File: src/rtl/cdbt_pkg.sv
// Shared types and constants for the binary/thirds clock divider.
// No dependencies; imported by cdbt_schmitt, clock_divider_binary_triple_core and the testbench.
`default_nettype none

package cdbt_pkg;

  localparam int MV_W       = 15;   // millivolt samples and thresholds
  localparam int CFG_IDX_W  = 2;
  localparam int COUNT_W    = 8;
  localparam int QUOT_W     = 6;    // count / 3, 0..63
  localparam int REM_W      = 2;    // count % 3, 0..2
  localparam int NUM_TAPS   = 6;
  localparam int S_TDATA_W  = 32;   // 30 bits of samples, padded to bytes
  localparam int M_TDATA_W  = 8;    // 6 taps, padded to a byte

  localparam logic [COUNT_W-1:0] COUNT_LAST = 8'd191;  // count wraps to 0 after this
  localparam logic [COUNT_W-1:0] COUNT_WRAP = 8'd192;
  localparam logic [REM_W-1:0]   REM_LAST   = 2'd2;

  localparam logic signed [MV_W-1:0] LOW_MV_RESET  = 15'sd100;
  localparam logic signed [MV_W-1:0] HIGH_MV_RESET = 15'sd2000;

  typedef logic signed [MV_W-1:0] mv_t;

  // Hysteresis thresholds shared by both edge detectors
  typedef struct packed {
    logic [MV_W-1:0] low_mv;
    logic [MV_W-1:0] high_mv;
  } thr_t;

  typedef enum logic [CFG_IDX_W-1:0] {
    REG_THIRDS_MODE = 2'd0,
    REG_LOW_MV      = 2'd1,
    REG_HIGH_MV     = 2'd2,
    REG_UNUSED      = 2'd3
  } cfg_reg_t;

endpackage

`default_nettype wire

File: src/rtl/cdbt_schmitt.sv
// Schmitt edge detector with its latch register: fires on a rising crossing.
// Depends on cdbt_pkg for the sample and threshold types.
`default_nettype none

module cdbt_schmitt (
  input  wire logic         clk,
  input  wire logic         rst,
  input  wire logic         update,  // level is a live beat for this detector
  input  wire cdbt_pkg::mv_t level,
  input  wire cdbt_pkg::thr_t thr,
  output logic              fire
);
  import cdbt_pkg::*;

  logic armed;
  logic armed_next;
  logic at_high;
  logic at_low;

  assign at_high = $signed(level) >= $signed(thr.high_mv);
  assign at_low  = $signed(level) <= $signed(thr.low_mv);

  assign fire = update & ~armed & at_high;

  always_comb begin
    armed_next = armed;
    if (update) begin
      if (armed) armed_next = ~at_low;
      else       armed_next = at_high;
    end
  end

  always_ff @(posedge clk) begin
    if (rst) armed <= 1'b0;
    else     armed <= armed_next;
  end

endmodule

`default_nettype wire

File: src/rtl/clock_divider_binary_triple_core.sv
// Top level of the binary/thirds clock divider: input stage, count update, tap register.
// Depends on cdbt_pkg and cdbt_schmitt.
//
//  channel | dir | handshake          | payload
//  --------+-----+--------------------+----------------------------------------------
//  s_      | in  | s_tvalid/s_tready  | tdata: clock_mv, reset_mv; tuser: clock_patched
//  m_      | out | m_tvalid/m_tready  | tdata: tap_one .. tap_six
//  cfg_    | in  | cfg_wen            | cfg_index selects register, cfg_wdata value
//
// Cycles: one beat per cycle while m_tready stays high. A beat enters the input register at
//   its accepting edge and moves on to the tap register when both stages next advance, so its
//   taps reach m_tdata through the input register and then the tap register.
// Stalls: both stages advance together whenever the tap register is empty or being
//   taken, so s_tready follows m_tready through one gate; nothing is lost or repeated.
// Reset: synchronous, clears both valid flags, both detector latches and the count;
//   registers go to their documented reset values. No clearing pass is needed.
`default_nettype none

module clock_divider_binary_triple_core (
  input  wire logic                            clk,
  input  wire logic                            rst,
  // slave stream
  input  wire logic                            s_tvalid,
  output logic                                 s_tready,
  input  wire logic [cdbt_pkg::S_TDATA_W-1:0]  s_tdata,   // [14:0] clock_mv, [29:15] reset_mv
  input  wire logic                            s_tuser,   // [0] clock_patched
  // master stream
  output logic                                 m_tvalid,
  input  wire logic                            m_tready,
  output logic [cdbt_pkg::M_TDATA_W-1:0]       m_tdata,   // [0] tap_one .. [5] tap_six
  // configuration writes
  input  wire logic                            cfg_wen,
  input  wire logic [cdbt_pkg::CFG_IDX_W-1:0]  cfg_index,
  input  wire logic [cdbt_pkg::MV_W-1:0]       cfg_wdata
);
  import cdbt_pkg::*;

  // configuration
  logic thirds_mode;
  thr_t thr;

  // input stage
  logic in_valid;
  mv_t  clock_mv;
  mv_t  reset_mv;
  logic clock_patched;

  // count state: edge_count plus its split into count / 3 and count % 3
  logic [COUNT_W-1:0] edge_count, edge_count_next;
  logic [QUOT_W-1:0]  div3_quot, div3_quot_next;
  logic [REM_W-1:0]   div3_rem, div3_rem_next;

  // output stage
  logic                out_valid;
  logic [NUM_TAPS-1:0] taps, taps_next;

  logic adv;
  logic reset_fire;
  logic clock_fire;

  // Both stages move whenever the tap register can take a new value
  assign adv      = ~out_valid | m_tready;
  assign s_tready = adv;
  assign m_tvalid = out_valid;
  assign m_tdata  = {{(M_TDATA_W-NUM_TAPS){1'b0}}, taps};

  // Register writes; an index beyond the list is dropped
  always_ff @(posedge clk) begin
    if (rst) begin
      thirds_mode <= 1'b0;
      thr.low_mv  <= LOW_MV_RESET;
      thr.high_mv <= HIGH_MV_RESET;
    end else if (cfg_wen) begin
      case (cfg_reg_t'(cfg_index))
        REG_THIRDS_MODE: thirds_mode <= cfg_wdata[0];
        REG_LOW_MV:      thr.low_mv  <= cfg_wdata;
        REG_HIGH_MV:     thr.high_mv <= cfg_wdata;
        default: ;
      endcase
    end
  end

  // Input register: hold the beat until the next stage takes it
  always_ff @(posedge clk) begin
    if (rst) in_valid <= 1'b0;
    else if (adv) in_valid <= s_tvalid;
  end

  always_ff @(posedge clk) begin
    if (adv) begin
      clock_mv      <= s_tdata[MV_W-1:0];
      reset_mv      <= s_tdata[2*MV_W-1:MV_W];
      clock_patched <= s_tuser;
    end
  end

  // Detectors only see a beat when it moves into the tap register
  cdbt_schmitt u_reset_det (
    .clk    (clk),
    .rst    (rst),
    .update (adv & in_valid),
    .level  (reset_mv),
    .thr    (thr),
    .fire   (reset_fire)
  );

  // A disconnected clock freezes its latch and stops the count advancing
  cdbt_schmitt u_clock_det (
    .clk    (clk),
    .rst    (rst),
    .update (adv & in_valid & clock_patched),
    .level  (clock_mv),
    .thr    (thr),
    .fire   (clock_fire)
  );

  // Clear on a reset edge first, then advance on a clock edge, wrapping after 191.
  // The quotient/remainder pair lets the thirds taps read plain bits.
  always_comb begin
    edge_count_next = reset_fire ? '0 : edge_count;
    div3_quot_next  = reset_fire ? '0 : div3_quot;
    div3_rem_next   = reset_fire ? '0 : div3_rem;
    if (clock_fire) begin
      if (edge_count_next == COUNT_LAST) edge_count_next = '0;
      else                               edge_count_next = edge_count_next + 1'b1;
      if (div3_rem_next == REM_LAST) begin
        div3_rem_next  = '0;
        div3_quot_next = div3_quot_next + 1'b1;  // 63 -> 0 together with the count wrap
      end else begin
        div3_rem_next  = div3_rem_next + 1'b1;
      end
    end
  end

  // Divide by 2^(i+1): high while bit i of the count is low.
  // Divide by 3: high while count % 3 < 2.
  // Divide by 3*2^k, k >= 1: high while bit k-1 of count / 3 is low.
  always_comb begin
    if (thirds_mode) begin
      taps_next[0] = (div3_rem_next != REM_LAST);
      for (int i = 1; i < NUM_TAPS; i++) taps_next[i] = ~div3_quot_next[i-1];
    end else begin
      for (int i = 0; i < NUM_TAPS; i++) taps_next[i] = ~edge_count_next[i];
    end
  end

  always_ff @(posedge clk) begin
    if (rst) begin
      edge_count <= '0;
      div3_quot  <= '0;
      div3_rem   <= '0;
      out_valid  <= 1'b0;
    end else if (adv) begin
      out_valid <= in_valid;
      if (in_valid) begin
        edge_count <= edge_count_next;
        div3_quot  <= div3_quot_next;
        div3_rem   <= div3_rem_next;
      end
    end
  end

  always_ff @(posedge clk) begin
    if (adv && in_valid) taps <= taps_next;
  end

  // Count stays inside its wrap range
  a_count_range: assert property (@(posedge clk) disable iff (rst)
    edge_count < COUNT_WRAP)
    else $error("edge_count out of range");

  // Quotient and remainder track the count exactly
  a_div3_match: assert property (@(posedge clk) disable iff (rst)
    (COUNT_W'(div3_quot) * COUNT_W'(3) + COUNT_W'(div3_rem)) == edge_count)
    else $error("count / 3 split out of step with edge_count");

  a_rem_range: assert property (@(posedge clk) disable iff (rst)
    div3_rem != 2'd3)
    else $error("count mod 3 out of range");

  // Count only moves when a beat passes into the tap register
  a_count_hold: assert property (@(posedge clk) disable iff (rst)
    !(adv && in_valid) |=> $stable(edge_count))
    else $error("edge_count changed without a beat");

  // A beat in the input stage always yields a result on the next edge it moves
  a_beat_to_out: assert property (@(posedge clk) disable iff (rst)
    (adv && in_valid) |=> out_valid)
    else $error("beat lost between stages");

endmodule

`default_nettype wire

File: config.mk
export PLATFORM = sky130hd
export DESIGN_NAME = clock_divider_binary_triple_core
export DESIGN_NICKNAME = d
export VERILOG_FILES = /design/src/rtl/cdbt_pkg.sv /design/src/rtl/cdbt_schmitt.sv /design/src/rtl/clock_divider_binary_triple_core.sv
export SDC_FILE = /design/constraint.sdc
export NUM_CORES = 1
export LEC_CHECK = 0
export BUFFER_PORTS_ARGS = -buffer_cell sky130_fd_sc_hd__buf_4
export CAP_MARGIN = 20
export CORE_MARGIN = 2
export CORE_UTILIZATION = 52
export DETAILED_ROUTE_END_ITERATION = 10
export PLACE_DENSITY_LB_ADDON = 0.15
export SYNTH_ARGS = -nofsm -noshare
export SYNTH_HDL_FRONTEND = slang
export SYNTH_SLANG_ARGS = --single-unit
File: constraint.sdc
create_clock -name clk -period 3.4 [get_ports clk]
set_input_delay 0.85 -clock clk [delete_from_list [all_inputs] [get_ports clk]]
set_output_delay 0.85 -clock clk [all_outputs]
set_load 0.01 [all_outputs]
==> impl_metrics.env, run 1 <==
export IMPL_gr_usage_all_layers=0.215
export IMPL_insertion_delay_ns=0.36
export IMPL_ir_drop_mv=0.347
export IMPL_post_cts_resized=0
export IMPL_use_met1=0.289
export IMPL_start_util=0.530
export IMPL_hpwl_microns=7550
export IMPL_grt_use_met3=0.0458
export IMPL_routed_wl_microns=9940
export IMPL_period_share=0.898
export IMPL_yosysWarningCount=0
export IMPL_synthCells=468
export IMPL_status="complete, no violations"
export IMPL_vias=3531
export IMPL_finalCriticalPeriod_ns=3.05
export IMPL_synthDominantCellAreaShare=0.243
export IMPL_fin_nets=648
export IMPL_drc=0
export IMPL_skew_ns=0.0102
export IMPL_antenna_diode_count=0
export IMPL_dr_first_iter_drc_count=83
export IMPL_grt_ovfl_total=0
export IMPL_io_buffer_count=60
export IMPL_leakagePower_nw=2.23
export IMPL_synth_edff_count=37
export IMPL_dieArea_sq_um=9570
export IMPL_dr_pass1_iters=4
export IMPL_synth_area_leaders="edfxtp_1 24%, dfxtp_1 21%, ha_1 17%, nand2_1 5.5%, a21oi_1 4.2%"
export IMPL_setup_tns_ns=0
export IMPL_cts_tree="done"
export IMPL_io_pin_count=65
export IMPL_synth_distinct_cells=58
export IMPL_gp_congestion=0.913
export IMPL_cts_buffers_inserted=9
export IMPL_rsz0062_at_grt="false"
export IMPL_finish_instance_area_sq_um=5350
export IMPL_p_per_area_nw_per_um2=409
export IMPL_grt_max_degree=41
export IMPL_wl_per_cell_microns=15.4
export IMPL_dpl_worst_slack_ns=0.212
export IMPL_clkSlewWorstSetupHoldPaths_ns=0.08
export IMPL_cts_sinks=85
export IMPL_min_path_type="flip-flop to flip-flop"
export IMPL_syn2layout_area_growth_pct=16.9
export IMPL_max_freq_mhz=327
export IMPL_die_width_microns=97.8
export IMPL_required_ns=3.52
export IMPL_core_sq_um=8640
export IMPL_syn_avg_cell_area_sq_um=9.79
export IMPL_root_buffer="clkbuf_8"
export IMPL_hold_viol_final=0
export IMPL_drv_cap=0
export IMPL_met2_usage=0.356
export IMPL_crit_fanout=12
export IMPL_yosys_register_bits=85
export IMPL_die_height_microns=97.8
export IMPL_htree_levels=3
export IMPL_yosys_area_top_type="edfxtp_1"
export IMPL_cts_setup_buffers=0
export IMPL_async_flop_share=0
export IMPL_hold_ws_ns=0.456
export IMPL_clk_path_buf_depth=2
export IMPL_grt_pass1_wl_microns=16400
export IMPL_tightest_slew_ns=0.728
export IMPL_finish_utilization=0.620
export IMPL_slew_viol_final=0
export IMPL_ant_nets=0
export IMPL_startpoint_type="flip-flop"
export IMPL_relSlewSlack=0.515
export IMPL_path_class="flip-flop to flip-flop"
export IMPL_ys_seq_area_frac=0.452
export IMPL_grt_pass1_vias=3381
export IMPL_drive_gt1_frac=0.179
export IMPL_finalWorstSetupSlack_ns=0.346
export IMPL_holdBufCountCts=0
export IMPL_end_kind="flip-flop"
export IMPL_antenna_found_initial=0
export IMPL_cp_arrival_ns=3.17
export IMPL_finalSetupViolCount=0
export IMPL_vias_per_cell=5.47
export IMPL_postPlaceCellArea_sq_um=5150
export IMPL_synth_area_sq_um=4580
export IMPL_num_rows=34
export IMPL_gr_max_usage_layer="met2"
export IMPL_synth_main_ff_cell="dfxtp_1"
==> final timing paths <==
check / from / end / slack [ns] / depth (start not counted)
worst max-delay path: clock_mv[8] / taps[2] / 0.35 / 9
worst min-delay path: thr[22] / thr[22] / 0.46 / 2
worst max register to register: clock_mv[8] / taps[2] / 0.35 / 9
worst min register to register: thr[22] / thr[22] / 0.46 / 2
==> Yosys cell counts (2+ instances only) <==
library cell,instances
nor2_1,31
nand2b_1,3
o21ai_0,10
a21o_1,5
nand3_1,12
edfxtp_1,37
a31oi_1,2
or4_1,2
inv_1,40
a221o_1,2
buf_2,2
o21a_1,6
a21oi_1,38
and3_1,5
mux2_2,2
o21ai_1,3
and2_1,5
nand3b_1,4
nand2_1,67
buf_4,3
or3_1,2
ha_1,61
mux2i_1,2
a211oi_1,4
a211o_1,8
nor2b_1,6
clkbuf_1,9
nand4_1,8
o211ai_1,4
xnor2_1,7
dfxtp_1,48
nor3_1,4
==> report_power, final <==
group	switching (W)	internal, W
Clock	0.000366	0.000358
Sequential	0.0000314	0.00111
Combinational	0.000170	0.000147
==> metal layers <==
layer / part of all wire / wire length, microns
met5: 0 / 0
met4: 0.011 / 108
met3: 0.046 / 458
met2: 0.48 / 4740
met1: 0.47 / 4640
==> cell usage in the layout (no fill, tap or decap), drive strengths merged, types with 5 or more instances in the layout <==
cell / Yosys / routed
a21o: 5 / 5
and3: 5 / 5
a21oi: 38 / 38
dfxtp: 48 / 48
a211o: 8 / 8
o21a: 6 / 6
a211oi: 5 / 5
nor2b: 6 / 6
buf: 6 / 67
nand4: 8 / 8
and2: 5 / 5
clkbuf: 9 / 10
nor2: 31 / 31
o21ai: 13 / 13
ha: 61 / 61
inv: 40 / 40
clkinv: 1 / 6
xnor2: 7 / 7
nand2: 69 / 69
edfxtp: 37 / 37
nand3: 12 / 12
==> registers in the layout, indices dropped and copies added (netlist names) <==
signal             count
thr                   30
clock_mv              15
reset_mv              15
edge_count             6
taps                   6
div3_quot              5
div3_rem               2
clock_patched          1
in_valid               1
m_tvalid               1
thirds_mode            1
u_clock_det.armed      1
u_reset_det.armed      1
==> final cells by class <==
class	count	area (sq um)
Clock buffer	10	138
Clock inverter	6	62.6
Fill cell	729	3280
Inverter	41	155
Multi-Input combinational cell	328	2290
Sequential cell	85	2070
Tap cell	108	135
Timing Repair Buffer	67	503
==> metrics by stage <==
stage	cells	total power, W
3_3_place_gp	629	0.00147
6_report	645	0.00219
4_1_cts	645	0.00220
2_1_floorplan	469	0.00136
3_5_place_dp	629	0.00148
5_1_grt	645	0.00229
==> logic make-up after synthesis <==
group | synth area share
AOI/OAI and AO/OA | 0.139
xor gates and xnor gates | 0.0134
adders and majority gates | 0.167
buffers and inverters | 0.0492
DFF | 0.452
muxes | 0.00929
other | 0.000819
and+or+nand+nor | 0.169
==> critical path, stage by stage, from the launching register on <==
cell	delay, ns
edfxtp_1	0.44
ha_1	0.31
and2_1	0.17
a221o_1	0.33
a221oi_2	0.36
o21ai_1	0.21
nand2_1	0.40
nor2_1	0.13
xnor2_1	0.17
a211o_1	0.30
No activity file was read; power rests on OpenSTA's default activity.
==> run 2: changes to the inputs <==
Settings changed: CORE_UTILIZATION 52 to 53, SYNTH_HIERARCHICAL from default to 1.
==> run 2 against run 1 <==
  * Worst setup slack got worse by 0.13 ns
  * Clock-buffer cell count rose by 1
  * Combinational power up 3%
  * Register-to-register slack worse by 0.13 ns
  * Final cell count rose by 16%
  * Critical path depth is 2 higher
  * First-iteration DRC count increased by 92%
  * Critical endpoint is now taps[4]
  * Largest cell class unchanged
==> impl_metrics.env, run 2 <==
export IMPL_clk_path_buf_depth=2
export IMPL_grt_pass1_vias=3872
export IMPL_p_per_area_nw_per_um2=372
export IMPL_multi_input_area_sq_um=2570
export IMPL_synth_common_cells="86 x nand2_1, 71 x inv_1, 62 x ha_1"
export IMPL_die_width_microns=101
export IMPL_grt_max_degree=53
export IMPL_async_flop_share=0
export IMPL_holdBufCountCts=0
export IMPL_use_met1=0.287
export IMPL_critPathBufInv=2
export IMPL_required_ns=3.52
export IMPL_synth_area_sq_um=5030
export IMPL_final_common_cell="nand2_1"
export IMPL_synthCells=551
export IMPL_regMostFlops="thr"
export IMPL_grt_use_met3=0.0504
export IMPL_rsz0062_at_grt="false"
export IMPL_crit_fanout=25
export IMPL_reg_top3="thr: 30 flops, clock_mv: 15 flops, reset_mv: 15 flops"
export IMPL_synth_distinct_cells=64
export IMPL_routed_wl_microns=11500
export IMPL_antenna_found_initial=0
export IMPL_tightest_slew_ns=0.639
export IMPL_skew_ns=0.0137
export IMPL_grt_ovfl_total=0
export IMPL_drive_gt1_frac=0.163
export IMPL_drc=0
export IMPL_seq_area_sq_um=2110
export IMPL_vias_per_cell=5.42
export IMPL_antenna_diode_count=0
export IMPL_p_total_w=0.00219
export IMPL_yosysMostFrequentCell="nand2_1"
export IMPL_gp_congestion=0.824
export IMPL_syn2layout_area_growth_pct=16.9
export IMPL_htree_levels=3
export IMPL_hold_viol_final=0
export IMPL_end_kind="flip-flop"
export IMPL_dr_first_iter_drc_count=159
export IMPL_dr_pass1_iters=5
export IMPL_max_freq_mhz=314
export IMPL_relSlewSlack=0.572
export IMPL_ys_seq_area_frac=0.420
export IMPL_yosys_area_top_type="edfxtp_1"
export IMPL_io_buffer_count=60
export IMPL_synthDominantCellAreaShare=0.221
export IMPL_hold_ws_ns=0.456
export IMPL_wl_per_cell_microns=15.4
export IMPL_num_rows=35
export IMPL_timing_rr_start="reset_mv[12]"
export IMPL_io_pin_count=65
export IMPL_slew_viol_final=0
export IMPL_crit_family="compound AO/OA/AOI/OAI gates"
export IMPL_largest_reg_flops=30
export IMPL_root_buffer="clkbuf_8"
export IMPL_synth_area_leaders="edfxtp_1 22%, dfxtp_1 20%, ha_1 15%, nand2_1 6.4%, inv_1 5.3%"
export IMPL_synth_main_ff_cell="dfxtp_1"
export IMPL_met2_usage=0.395
export IMPL_yosysWarningCount=6
export IMPL_critPathLaunch="reset_mv[12]"
export IMPL_grt_pass1_wl_microns=18400
export IMPL_fin_nets=732
export IMPL_gr_usage_all_layers=0.232
export IMPL_min_path_type="flip-flop to flip-flop"
export IMPL_hpwl_microns=8790
export IMPL_vias=4053
export IMPL_startpoint_type="flip-flop"
export IMPL_critical_path_max_stage_delay_ns=0.42
export IMPL_post_cts_resized=0
export IMPL_worstPathCellList="ha_1 > a21o_1 > a2111oi_2 > o21ai_1 > a22oi_2 > inv_2 > buf_12 > and4bb_1 > nand4_1 > xor2_1 > a211o_1"
export IMPL_final_cell_mix="86 x nand2_1, 73 x buf_4, 70 x inv_1"
export IMPL_n_fill_cell=782
export IMPL_cts_buffers_inserted=9
export IMPL_core_sq_um=9240
export IMPL_status="complete, no violations"
export IMPL_gr_max_usage_layer="met2"
export IMPL_path_class="flip-flop to flip-flop"
export IMPL_ff2ff_setup_slack_ns=0.22
export IMPL_finalSetupViolCount=0
export IMPL_dieArea_sq_um=10300
export IMPL_holdCritStartpoint="edge_count[1]"
export IMPL_cts_setup_buffers=0
export IMPL_cp_arrival_ns=3.30
export IMPL_insertion_delay_ns=0.37
export IMPL_synth_edff_count=37
export IMPL_drv_cap=0
export IMPL_syn_avg_cell_area_sq_um=9.12
export IMPL_cts_sinks=87
export IMPL_ant_nets=0
export IMPL_cp_slowest_cell="edfxtp_1"
export IMPL_die_height_microns=101
export IMPL_clkSlewWorstSetupHoldPaths_ns=0.08
export IMPL_leakagePower_nw=2.49
export IMPL_start_util=0.544
export IMPL_period_share=0.936
export IMPL_cts_tree="done"
export IMPL_yosys_register_bits=87
export IMPL_finalCriticalPeriod_ns=3.18
export IMPL_ir_drop_mv=0.298
==> run 2: changes by cell type after synthesis, moves of 8 or more <==
cell / delta
nor2_1: -15
nand3b_1: +10
inv_1: +31
nand4_1: +8
a21oi_1: +12
nand2_1: +19
==> run 2: final timing paths <==
kind	depth (start not counted)	endpoint
setup / recovery	11	taps[4]
hold / removal	2	edge_count[1]
setup reg to reg	11	taps[4]
hold reg to reg	2	edge_count[1]
==> run 2: layout make-up <==
class	count	share of cell area
multi-input cells	370	0.437
flip-flops and latches	87	0.359
repair buffers	74	0.0966
inverters	73	0.0496
well taps	129	0.0275
clock buffers	11	0.0260
clock inverters	4	0.00447
==> run 2: kinds of logic after synthesis <==
family                   synth area share
flip-flops                          0.420
other                            0.000746
AND/OR/NAND/NOR                     0.190
multiplexers                      0.00398
XOR/XNOR                           0.0139
AO/OA/AOI/OAI                       0.142
adder cells (fa/ha/maj)             0.154
buffers and inverters              0.0747
==> run 2: stage by stage <==
stage	TNS (ns)	util	worst slack (ns)	cells	instance area (sq um)
floorplan	-0.0319	-	-0.0178	552	5080
global placement	0	0.617	0.0223	733	5700
detailed placement	-0.0803	0.617	-0.0380	733	5700
CTS	0	0.636	0.211	748	5880
global route	0	0.636	0.0268	748	5880
finish	0	0.636	0.217	748	5880
==> run 2: power breakdown <==
group          internal, W  switching [W]
registers          0.00114      0.0000375
logic             0.000153       0.000173
clock network     0.000308       0.000379
==> run 2: layer usage <==
| layer | vias up | share of wire |
|---|---|---|
| met4 | 0 | 0.026 |
| met2 | 98 | 0.49 |
| met5 | - | 0 |
| met3 | 24 | 0.042 |
| met1 | 1876 | 0.44 |
| li1 | 2055 | - |
==> run 2: tightest hold or removal path, stage by stage (launching register included) <==
cell and delay (ns):
dfxtp_1 0.32, nand2_1 0.05, a21oi_1 0.05
